## src/rtl/afr_pkg.sv

```systemverilog
// Shared types, constants and decode helpers for the ADC frame ring receiver.
// No dependencies; every other rtl file takes its names from here by scope.
`default_nettype none

package afr_pkg;

	localparam int RING_DEPTH_DEF     = 32;
	localparam int DISCARD_FRAMES_DEF = 2;

	localparam int DISCARD_W = 2;
	localparam int CH_W      = 24;
	localparam int SAMPLE_W  = 25;
	localparam int CNT_W     = 32;
	localparam int NUM_CH    = 4;

	localparam int QUEUE_DEPTH = 2;
	localparam int QP_W        = $clog2(QUEUE_DEPTH);
	localparam int QC_W        = $clog2(QUEUE_DEPTH + 1);

	// Status word bit positions (24-bit raw word)
	localparam int ST_RESET_BIT  = 18;
	localparam int ST_CRCERR_BIT = 20;
	localparam int ST_REGMAP_BIT = 21;

	typedef enum logic [1:0] {
		CMD_CAPTURE = 2'd0,
		CMD_READ    = 2'd1,
		CMD_RESUME  = 2'd2,
		CMD_PAUSE   = 2'd3
	} cmd_e_t;

	typedef enum logic [2:0] {
		OUT_STORED    = 3'd0,
		OUT_DROPPED   = 3'd1,
		OUT_IGNORED   = 3'd2,
		OUT_FRAME     = 3'd3,
		OUT_DISCARDED = 3'd4,
		OUT_EMPTY     = 3'd5,
		OUT_MODE      = 3'd6
	} outcome_e_t;

	typedef struct packed {
		logic [NUM_CH-1:0][CH_W-1:0] raw;
		logic [CH_W-1:0]             status;
	} frame_t;

	typedef struct packed {
		cmd_e_t cmd;
		frame_t frame;
	} item_t;

	typedef struct packed {
		outcome_e_t                      outcome;
		logic [CH_W-1:0]                 status;
		logic [NUM_CH-1:0][SAMPLE_W-1:0] samples;
		logic                            reset_seen;
		logic                            health_error;
		logic [CNT_W-1:0]                event_count;
		logic [CNT_W-1:0]                drop_count;
		logic [CNT_W-1:0]                error_count;
		logic [CNT_W-1:0]                read_count;
	} result_t;

	// Sign-extend a raw channel word and negate it when asked.
	function automatic logic [SAMPLE_W-1:0] decode_channel(input logic [CH_W-1:0] raw,
	                                                        input logic neg);
		logic [SAMPLE_W-1:0] ext;
		ext = {raw[CH_W-1], raw};
		return neg ? (~ext + SAMPLE_W'(1)) : ext;
	endfunction

endpackage

`default_nettype wire

```

## src/rtl/afr_front.sv

```systemverilog
// Front end: accepts stream transactions, classifies the command and queues them.
// Depends on afr_pkg.
`default_nettype none

module afr_front (
	input  wire logic                clk,
	input  wire logic                arst_n,
	input  wire logic                s_tvalid,
	output logic                     s_tready,
	input  wire logic [119:0]        s_tdata,
	input  wire logic [1:0]          s_tuser,
	output logic                     q_valid,
	output afr_pkg::item_t           q_item,
	input  wire logic                q_pop
);

	afr_pkg::item_t                  entry_q [afr_pkg::QUEUE_DEPTH];
	logic [afr_pkg::QP_W-1:0]        head_q;
	logic [afr_pkg::QP_W-1:0]        tail_q;
	logic [afr_pkg::QC_W-1:0]        fill_q;
	logic                            push;
	afr_pkg::item_t                  item_in;

	assign s_tready = (fill_q != afr_pkg::QC_W'(afr_pkg::QUEUE_DEPTH));
	assign push     = s_tvalid && s_tready;
	assign q_valid  = (fill_q != '0);
	assign q_item   = entry_q[head_q];

	// Classify the command; frame words are kept only for captures.
	always_comb begin
		item_in.cmd   = afr_pkg::cmd_e_t'(s_tuser);
		item_in.frame = s_tdata;
		unique case (item_in.cmd)
			afr_pkg::CMD_CAPTURE: item_in.frame = s_tdata;
			afr_pkg::CMD_READ, afr_pkg::CMD_RESUME, afr_pkg::CMD_PAUSE: item_in.frame = '0;
			default: item_in.frame = '0;
		endcase
	end

	always_ff @(posedge clk) begin
		if (push) begin
			entry_q[tail_q] <= item_in;
		end
	end

	always_ff @(posedge clk or negedge arst_n) begin
		if (!arst_n) begin
			head_q <= '0;
			tail_q <= '0;
			fill_q <= '0;
		end else begin
			if (push) begin
				tail_q <= (tail_q == afr_pkg::QP_W'(afr_pkg::QUEUE_DEPTH - 1)) ? '0
				          : tail_q + 1'b1;
			end
			if (q_pop) begin
				head_q <= (head_q == afr_pkg::QP_W'(afr_pkg::QUEUE_DEPTH - 1)) ? '0
				          : head_q + 1'b1;
			end
			case ({push, q_pop})
				2'b10:   fill_q <= fill_q + 1'b1;
				2'b01:   fill_q <= fill_q - 1'b1;
				default: fill_q <= fill_q;
			endcase
		end
	end

endmodule

`default_nettype wire

```

## src/rtl/afr_back.sv

```systemverilog
// Back end: ring of frame slots, counters, decode and the output register.
// Depends on afr_pkg.
`default_nettype none

module afr_back #(
	parameter int RING_DEPTH     = afr_pkg::RING_DEPTH_DEF,
	parameter int DISCARD_FRAMES = afr_pkg::DISCARD_FRAMES_DEF
) (
	input  wire logic                clk,
	input  wire logic                arst_n,
	input  wire logic                polarity_mask_wen,
	input  wire logic [3:0]          polarity_mask_wdata,
	input  wire logic                q_valid,
	input  afr_pkg::item_t           q_item,
	output logic                     q_pop,
	output logic                     m_tvalid,
	input  wire logic                m_tready,
	output afr_pkg::result_t         m_result
);

	localparam int PTR_W = (RING_DEPTH > 1) ? $clog2(RING_DEPTH) : 1;
	localparam int FILL_W = $clog2(RING_DEPTH + 1);

	typedef enum logic [1:0] {
		ST_IDLE  = 2'b01,
		ST_FETCH = 2'b10
	} state_e_t;

	state_e_t                        state_q, state_d;
	logic [PTR_W-1:0]                wp_q, wp_d, rp_q, rp_d;
	logic [FILL_W-1:0]               fill_q, fill_d;
	logic [afr_pkg::DISCARD_W-1:0]   discard_q, discard_d;
	logic                            streaming_q, streaming_d;
	logic                            reset_flag_q, reset_flag_d;
	logic [afr_pkg::CNT_W-1:0]       events_q, events_d, drops_q, drops_d;
	logic [afr_pkg::CNT_W-1:0]       errors_q, errors_d, reads_q, reads_d;
	logic [3:0]                      polarity_q;
	logic                            out_valid_q;
	afr_pkg::result_t                res_q, res_d;
	logic                            out_free, out_load;
	logic                            mem_we, mem_re;
	logic                            ring_full, ring_empty, err;
	afr_pkg::frame_t                 frame_mem [RING_DEPTH];
	afr_pkg::frame_t                 rd_data_q;

	assign out_free   = !out_valid_q || m_tready;
	assign ring_full  = (fill_q == FILL_W'(RING_DEPTH));
	assign ring_empty = (fill_q == '0);
	assign err        = rd_data_q.status[afr_pkg::ST_REGMAP_BIT]
	                    | rd_data_q.status[afr_pkg::ST_CRCERR_BIT];
	assign m_tvalid   = out_valid_q;
	assign m_result   = res_q;

	always_comb begin
		state_d      = state_q;
		wp_d         = wp_q;
		rp_d         = rp_q;
		fill_d       = fill_q;
		discard_d    = discard_q;
		streaming_d  = streaming_q;
		reset_flag_d = reset_flag_q;
		events_d     = events_q;
		drops_d      = drops_q;
		errors_d     = errors_q;
		reads_d      = reads_q;
		res_d        = '0;
		out_load     = 1'b0;
		mem_we       = 1'b0;
		mem_re       = 1'b0;
		q_pop        = 1'b0;

		unique case (state_q)
			ST_IDLE: begin
				if (q_valid && out_free) begin
					q_pop = 1'b1;
					unique case (q_item.cmd)
						afr_pkg::CMD_CAPTURE: begin
							out_load = 1'b1;
							if (!streaming_q) begin
								res_d.outcome = afr_pkg::OUT_IGNORED;
							end else if (ring_full) begin
								events_d      = events_q + 1'b1;
								drops_d       = drops_q + 1'b1;
								res_d.outcome = afr_pkg::OUT_DROPPED;
							end else begin
								events_d      = events_q + 1'b1;
								mem_we        = 1'b1;
								wp_d          = (wp_q == PTR_W'(RING_DEPTH - 1)) ? '0
								                : wp_q + 1'b1;
								fill_d        = fill_q + 1'b1;
								res_d.outcome = afr_pkg::OUT_STORED;
							end
						end
						afr_pkg::CMD_READ: begin
							if (ring_empty) begin
								out_load      = 1'b1;
								res_d.outcome = afr_pkg::OUT_EMPTY;
							end else begin
								rp_d   = (rp_q == PTR_W'(RING_DEPTH - 1)) ? '0 : rp_q + 1'b1;
								fill_d = fill_q - 1'b1;
								if (discard_q != '0) begin
									discard_d     = discard_q - 1'b1;
									out_load      = 1'b1;
									res_d.outcome = afr_pkg::OUT_DISCARDED;
								end else begin
									mem_re  = 1'b1;
									reads_d = reads_q + 1'b1;
									state_d = ST_FETCH;
								end
							end
						end
						afr_pkg::CMD_RESUME: begin
							discard_d     = afr_pkg::DISCARD_W'(DISCARD_FRAMES);
							streaming_d   = 1'b1;
							out_load      = 1'b1;
							res_d.outcome = afr_pkg::OUT_MODE;
						end
						afr_pkg::CMD_PAUSE: begin
							streaming_d   = 1'b0;
							out_load      = 1'b1;
							res_d.outcome = afr_pkg::OUT_MODE;
						end
						default: ;
					endcase
				end
			end
			ST_FETCH: begin
				if (out_free) begin
					out_load           = 1'b1;
					state_d            = ST_IDLE;
					res_d.outcome      = afr_pkg::OUT_FRAME;
					res_d.status       = rd_data_q.status;
					res_d.health_error = err;
					for (int i = 0; i < afr_pkg::NUM_CH; i++) begin
						res_d.samples[i] = afr_pkg::decode_channel(rd_data_q.raw[i],
						                                           polarity_q[i]);
					end
					if (rd_data_q.status[afr_pkg::ST_RESET_BIT]) begin
						reset_flag_d = 1'b1;
					end
					if (err) begin
						errors_d = errors_q + 1'b1;
					end
				end
			end
			default: state_d = ST_IDLE;
		endcase

		res_d.reset_seen  = reset_flag_d;
		res_d.event_count = events_d;
		res_d.drop_count  = drops_d;
		res_d.error_count = errors_d;
		res_d.read_count  = reads_d;
	end

	// Frame store: one write port, one registered read port.
	always_ff @(posedge clk) begin
		if (mem_we) begin
			frame_mem[wp_q] <= q_item.frame;
		end
		if (mem_re) begin
			rd_data_q <= frame_mem[rp_q];
		end
	end

	always_ff @(posedge clk) begin
		if (out_load) begin
			res_q <= res_d;
		end
	end

	always_ff @(posedge clk or negedge arst_n) begin
		if (!arst_n) begin
			state_q      <= ST_IDLE;
			wp_q         <= '0;
			rp_q         <= '0;
			fill_q       <= '0;
			discard_q    <= '0;
			streaming_q  <= 1'b0;
			reset_flag_q <= 1'b0;
			events_q     <= '0;
			drops_q      <= '0;
			errors_q     <= '0;
			reads_q      <= '0;
			polarity_q   <= '0;
			out_valid_q  <= 1'b0;
		end else begin
			state_q      <= state_d;
			wp_q         <= wp_d;
			rp_q         <= rp_d;
			fill_q       <= fill_d;
			discard_q    <= discard_d;
			streaming_q  <= streaming_d;
			reset_flag_q <= reset_flag_d;
			events_q     <= events_d;
			drops_q      <= drops_d;
			errors_q     <= errors_d;
			reads_q      <= reads_d;
			if (polarity_mask_wen) begin
				polarity_q <= polarity_mask_wdata;
			end
			if (out_load) begin
				out_valid_q <= 1'b1;
			end else if (m_tready) begin
				out_valid_q <= 1'b0;
			end
		end
	end

	a_fill_bound: assert property (@(posedge clk) disable iff (!arst_n)
		fill_q <= FILL_W'(RING_DEPTH))
		else $error("ring fill count exceeds depth");

	a_no_pop_in_fetch: assert property (@(posedge clk) disable iff (!arst_n)
		state_q == ST_FETCH |-> !q_pop)
		else $error("queue popped while a frame fetch is pending");

	a_write_not_full: assert property (@(posedge clk) disable iff (!arst_n)
		mem_we |-> !ring_full)
		else $error("frame written into a full ring");

	a_read_not_empty: assert property (@(posedge clk) disable iff (!arst_n)
		mem_re |=> state_q == ST_FETCH && $past(!ring_empty))
		else $error("frame fetch issued on an empty ring");

	a_frame_from_fetch: assert property (@(posedge clk) disable iff (!arst_n)
		out_load && res_d.outcome == afr_pkg::OUT_FRAME |-> state_q == ST_FETCH)
		else $error("frame result loaded outside the fetch state");

endmodule

`default_nettype wire

```

## src/rtl/adc_frame_ring_receiver.sv

```systemverilog
// Top level of the ADC frame ring receiver: front queue plus ring back end.
// Depends on afr_pkg, afr_front and afr_back.
//
//  channel   dir  handshake           tuser            tdata
//  s_*       in   s_tvalid/s_tready   command [1:0]    status_in, raw_ch0..raw_ch3
//  m_*       out  m_tvalid/m_tready   outcome [2:0]    status_out, sample0..3, flags, counters
//  cfg       in   polarity_mask_wen   -                polarity_mask_wdata [3:0]
//
// Capture, resume, pause, empty and discarded reads finish in the back end's idle state;
// a delivered frame also passes the fetch state, as the frame store's read port is
// registered. A two-entry queue decouples input acceptance from the back end, and the
// output register takes the next result as soon as the current one is taken. Reset is
// asynchronous and active low; the frame store needs no clearing pass, since a fill
// count tracks the held frames. A stalled output stalls the input once the queue is full.
`default_nettype none

module adc_frame_ring_receiver #(
	parameter int RING_DEPTH     = afr_pkg::RING_DEPTH_DEF,
	parameter int DISCARD_FRAMES = afr_pkg::DISCARD_FRAMES_DEF
) (
	input  wire logic          clk,
	input  wire logic          arst_n,
	input  wire logic          polarity_mask_wen,
	input  wire logic [3:0]    polarity_mask_wdata,
	input  wire logic          s_tvalid,
	output logic               s_tready,
	// [23:0] status_in, [47:24] raw_ch0, [71:48] raw_ch1, [95:72] raw_ch2, [119:96] raw_ch3
	input  wire logic [119:0]  s_tdata,
	// [1:0] command
	input  wire logic [1:0]    s_tuser,
	output logic               m_tvalid,
	input  wire logic          m_tready,
	// [23:0] status_out, [48:24] sample0, [73:49] sample1, [98:74] sample2,
	// [123:99] sample3, [124] reset_seen, [125] health_error, [157:126] event_count,
	// [189:158] drop_count, [221:190] error_count, [253:222] read_count, [255:254] zero
	output logic [255:0]       m_tdata,
	// [2:0] outcome
	output logic [2:0]         m_tuser
);

	logic             q_valid;
	logic             q_pop;
	afr_pkg::item_t   q_item;
	afr_pkg::result_t res;

	// Accept and classify transactions, hold them in the short queue.
	afr_front u_front (
		.clk      (clk),
		.arst_n   (arst_n),
		.s_tvalid (s_tvalid),
		.s_tready (s_tready),
		.s_tdata  (s_tdata),
		.s_tuser  (s_tuser),
		.q_valid  (q_valid),
		.q_item   (q_item),
		.q_pop    (q_pop)
	);

	// Advance the ring, count events and decode delivered frames.
	afr_back #(
		.RING_DEPTH     (RING_DEPTH),
		.DISCARD_FRAMES (DISCARD_FRAMES)
	) u_back (
		.clk                 (clk),
		.arst_n              (arst_n),
		.polarity_mask_wen   (polarity_mask_wen),
		.polarity_mask_wdata (polarity_mask_wdata),
		.q_valid             (q_valid),
		.q_item              (q_item),
		.q_pop               (q_pop),
		.m_tvalid            (m_tvalid),
		.m_tready            (m_tready),
		.m_result            (res)
	);

	// Pack the result fields, first field in the lowest bits.
	assign m_tdata = {2'b00, res.read_count, res.error_count, res.drop_count,
	                  res.event_count, res.health_error, res.reset_seen,
	                  res.samples[3], res.samples[2], res.samples[1], res.samples[0],
	                  res.status};
	assign m_tuser = res.outcome;

endmodule

`default_nettype wire
```

## config.mk

```make
export PLATFORM = sky130hd
export DESIGN_NAME = adc_frame_ring_receiver
export DESIGN_NICKNAME = d
export VERILOG_FILES = /design/src/rtl/afr_pkg.sv /design/src/rtl/afr_front.sv /design/src/rtl/afr_back.sv /design/src/rtl/adc_frame_ring_receiver.sv
export SDC_FILE = /design/constraint.sdc
export NUM_CORES = 2
export LEC_CHECK = 0
export BUFFER_PORTS_ARGS = -buffer_cell sky130_fd_sc_hd__buf_4
export CORE_ASPECT_RATIO = 0.75
export CORE_MARGIN = 5
export CORE_UTILIZATION = 65
export CTS_BUF_LIST = sky130_fd_sc_hd__clkbuf_4 sky130_fd_sc_hd__clkbuf_8
export DETAILED_ROUTE_END_ITERATION = 8
export PLACE_DENSITY = 0.93
export SLEW_MARGIN = 20
export SYNTH_ARGS = -nofsm -noshare
export SYNTH_HDL_FRONTEND = slang
export SYNTH_SLANG_ARGS = --single-unit
export TNS_END_PERCENT = 50
```

## constraint.sdc

```tcl
create_clock -name clk -period 18.85 [get_ports clk]
set_clock_uncertainty 0.05 [all_clocks]
set_input_delay 0.9425 -clock clk [delete_from_list [all_inputs] [get_ports clk]]
set_output_delay 0.9425 -clock clk [all_outputs]
set_load 0.01 [all_outputs]
```

==> results.json <==
{
  "outcome": "finished with violations",
  "failing_checks": "design-rule violations",
  "post_cts_resize_count": 0,
  "grt_pass1_vias": 95880,
  "critical_path_peak_fanout": 41,
  "fp.dieH_um": 461.2,
  "core_area_um2": 269800,
  "tns_ns": 0,
  "regToRegSetupSlack_ns": 9.44,
  "finish.cell_count_without_fillers": 12540,
  "clock_insertion_delay_worst_skew_ns": 1.17,
  "ys.warnings.count": 0,
  "vdd_drop_max_mv": 0.1339,
  "cts_tree": "built",
  "final_hold_fails": 0,
  "worst_ep_required_time_ns": 19.52,
  "cts_inserted_buffers": 651,
  "route.detailed.wl_per_inst_um": 46.16,
  "postSynthRegisterBits": 4620,
  "worstSetupPathType": "reg -> reg",
  "timing.rr.start": "u_front.head_q",
  "post_route_cells_drive_above_1_share": 0.3448,
  "numClockSinks": 4620,
  "cp-start-kind": "register",
  "grt_remaining_overflow": 0,
  "multiInputGateArea_um2": 37160,
  "seq_total_area_yosys": 0.7818,
  "slowest_stage": "sky130_fd_sc_hd__dfrtp_4",
  "synth-edff-count": 4461,
  "dp.final_hpwl_mm": 324.1,
  "netlist_top_cells_count": "sky130_fd_sc_hd__edfxtp_1, sky130_fd_sc_hd__mux4_2, sky130_fd_sc_hd__mux2_2",
  "maxSlewViolCount": 0,
  "global_route_wire_length_before_repair_mm": 780.2,
  "gp_congestion": 0.8672,
  "num_vias": 98860,
  "finalWirelength_mm": 578.9,
  "clkSlewWorstSetupHoldPaths_ns": 0.07,
  "fmaxAchievable_mhz": 106.2,
  "netlist_instances": 7552,
  "largest_net_degree_at_the_start_of_global_routing": 177,
  "ctsLongestPathBuffers": 4,
  "yosysTopAreaCell": "sky130_fd_sc_hd__edfxtp_1",
  "drt_first_pass_iters": 9,
  "final.min_clock_period_ns": 9.413,
  "seqCellArea_um2": 138000,
  "synth.avg_cell_area_um2": 23.36,
  "ioPinCount": 392,
  "clock-root-buffer": "sky130_fd_sc_hd__clkbuf_8",
  "final_util": 0.7301,
  "fill_cells": 12830,
  "worst_setup_path_endpoint": "u_back.frame_mem[28][32]",
  "final_antenna_net_count": 0,
  "max_stage_delay_ns": 0.99,
  "worst_path_most_repeated_cell": "sky130_fd_sc_hd__buf_4",
  "synth_top_cell_area_share": 0.7592,
  "cp.arrival_ns": 10.08,
  "synth-async-reset-ratio": 0.03442,
  "synth_ff_type": "sky130_fd_sc_hd__edfxtp_1",
  "rr_worst_depth": 13,
  "vias_per_cell": 7.882,
  "htree_num_levels": 6,
  "timing.final.setup_violations": 0,
  "rr_endpoint": "u_back.frame_mem[28][32]",
  "syn-cell-area_um2": 176400,
  "critPathTopFamily": "buffers and inverters",
  "drv_cap": 0,
  "numPlacedInstances": 11320,
  "grtUsageTotal": 0.4108,
  "crit_path_end_kind": "register",
  "synth.most_common_cell": "sky130_fd_sc_hd__edfxtp_1",
  "yosys-top-cells-area": "sky130_fd_sc_hd__edfxtp_1, sky130_fd_sc_hd__mux4_2, sky130_fd_sc_hd__dfrtp_1",
  "drc": 3,
  "antenna_found_initial": 101,
  "die_span_x_um": 611.6,
  "placementRows": 165,
  "io_buffers": 389,
  "timing.max_slew.rel_slack": 0.1517,
  "cp.depth": 13,
  "p_per_area_nw_per_um2": 147.9,
  "final_min_period_over_clock_period": 0.4993,
  "power.static_leakage_nw": 62.69,
  "timing.critical_path.cells": "buf_4, mux2i_1, ha_1, and2_1, nand4_1, buf_4, nor2_1, nand2_1, nor2_4, buf_16, buf_4, buf_4, buf_4",
  "initial_utilization": 0.6539,
  "grt_setup_unrepaired": "false",
  "path_buf_inv": 6,
  "syn_to_final_growth_pct": 11.65,
  "worstHoldPathType": "in -> reg",
  "initialDrtViolationCount": 21560,
  "floorplan.die_area_um2": 282100,
  "netlist-cell-type-count": 64,
  "worst-slew-pin-transition_ns": 1.272,
  "crit_path_start": "u_front.head_q",
  "final_net_count": 8551
}
-- area by class of cell --
type / instances / share of cell area
Antenna cell: 74 / 0.0009400
Clock buffer: 870 / 0.05446
Clock inverter: 270 / 0.008911
Inverter: 45 / 0.0008574
Multi-Input combinational cell: 2535 / 0.1886
Sequential cell: 4620 / 0.7003
Tap cell: 3590 / 0.02280
Timing Repair Buffer: 538 / 0.02310
-- through the flow --
| stage | worst slack [ns] | area [um2] | hold slack (ns) | power [mW] |
|---|---|---|---|---|
| detailed placement | 10.39 | 184000 | 0.4029 | 20.94 |
| global route | 9.832 | 196800 | 0.01086 | 29.78 |
| CTS | 10.12 | 196500 | 0.01401 | 28.66 |
| floorplan | 5.012 | 176400 | 0.3736 | 18.23 |
| finish | 9.437 | 197000 | 0.04128 | 29.13 |
| global placement | 10.66 | 183900 | 0.3908 | 20.04 |
-- cells in the final DEF, fill, tap and decap left out, types with 66 or more instances in the layout --
| cell type | instances |
|---|---|
| sky130_fd_sc_hd__clkinv_1 | 146 |
| sky130_fd_sc_hd__xor2_1 | 132 |
| sky130_fd_sc_hd__xnor2_1 | 84 |
| sky130_fd_sc_hd__clkinv_2 | 66 |
| sky130_fd_sc_hd__buf_4 | 494 |
| sky130_fd_sc_hd__nand2_1 | 93 |
| sky130_fd_sc_hd__edfxtp_1 | 4461 |
| sky130_fd_sc_hd__mux2_2 | 252 |
| sky130_fd_sc_hd__nor2_1 | 147 |
| sky130_fd_sc_hd__clkbuf_4 | 199 |
| sky130_fd_sc_hd__mux4_2 | 1200 |
| sky130_fd_sc_hd__clkbuf_8 | 672 |
| sky130_fd_sc_hd__dfrtp_1 | 152 |
| sky130_fd_sc_hd__diode_2 | 74 |
| sky130_fd_sc_hd__and2_1 | 129 |
-- flip-flops by register name, indices dropped and copies added, names as in the netlist, 6 cells and up --
signal	count
u_back.drops_q	32
u_back.errors_q	32
u_back.events_q	32
u_back.fill_q	6
u_back.frame_mem	3840
u_back.m_result	257
u_back.rd_data_q	120
u_back.reads_q	32
u_front.entry_q	244
-- per-layer routing --
| metal | track usage | up-vias | share of wire |
|---|---|---|---|
| met3 | 0.1623 | 3696 | 0.16 |
| met4 | 0.3253 | 70 | 0.11 |
| met2 | 0.6150 | 13420 | 0.46 |
| met5 | 0.005490 | - | 0.0012 |
| li1 | - | 33620 | - |
| met1 | 0.4778 | 48050 | 0.27 |
-- what timing repair did --
item,4_1_cts,5_1_grt
endpoints found under the hold margin,96,0
buffers inserted,0,0
hold buffers,3,0
-- worst min path at each step --
stage | start | endpoint | cells after the start
final | s_tuser[0] | u_front.entry_q[0][120] | 1
after global routing | s_tuser[0] | u_front.entry_q[0][120] | 1
after CTS | s_tuser[0] | u_front.entry_q[0][120] | 1
after detailed placement | u_back.errors_q[31] | u_back.errors_q[31] | 1
after global placement | u_back.reset_flag_q | u_back.reset_flag_q | 1
after floorplan | u_back.reset_flag_q | u_back.reset_flag_q | 1
-- cells by family (layout without fill, tap and decap cells) --
kind of cell | Yosys count | after routing | synth area share
DFF | 4620 | 4620 | 0.7818
muxes | 1462 | 1462 | 0.1698
and+or+nand+nor | 704 | 704 | 0.02147
buffers and inverters | 398 | 1723 | 0.009389
xor gates and xnor gates | 218 | 218 | 0.01086
AOI/OAI and AO/OA | 120 | 120 | 0.004546
adders and majority gates | 29 | 29 | 0.002099
other | 1 | 76 | 0.00002125
-- power by group --
group | switching (mW) | internal [mW] | leakage, nW | total (mW)
combinational | 4.75 | 2.95 | 13.6 | 7.70
sequential | 0.409 | 13.1 | 42.5 | 13.5
clock | 3.95 | 3.93 | 6.58 | 7.88
Note: power is estimated with default switching activity, not from simulation.
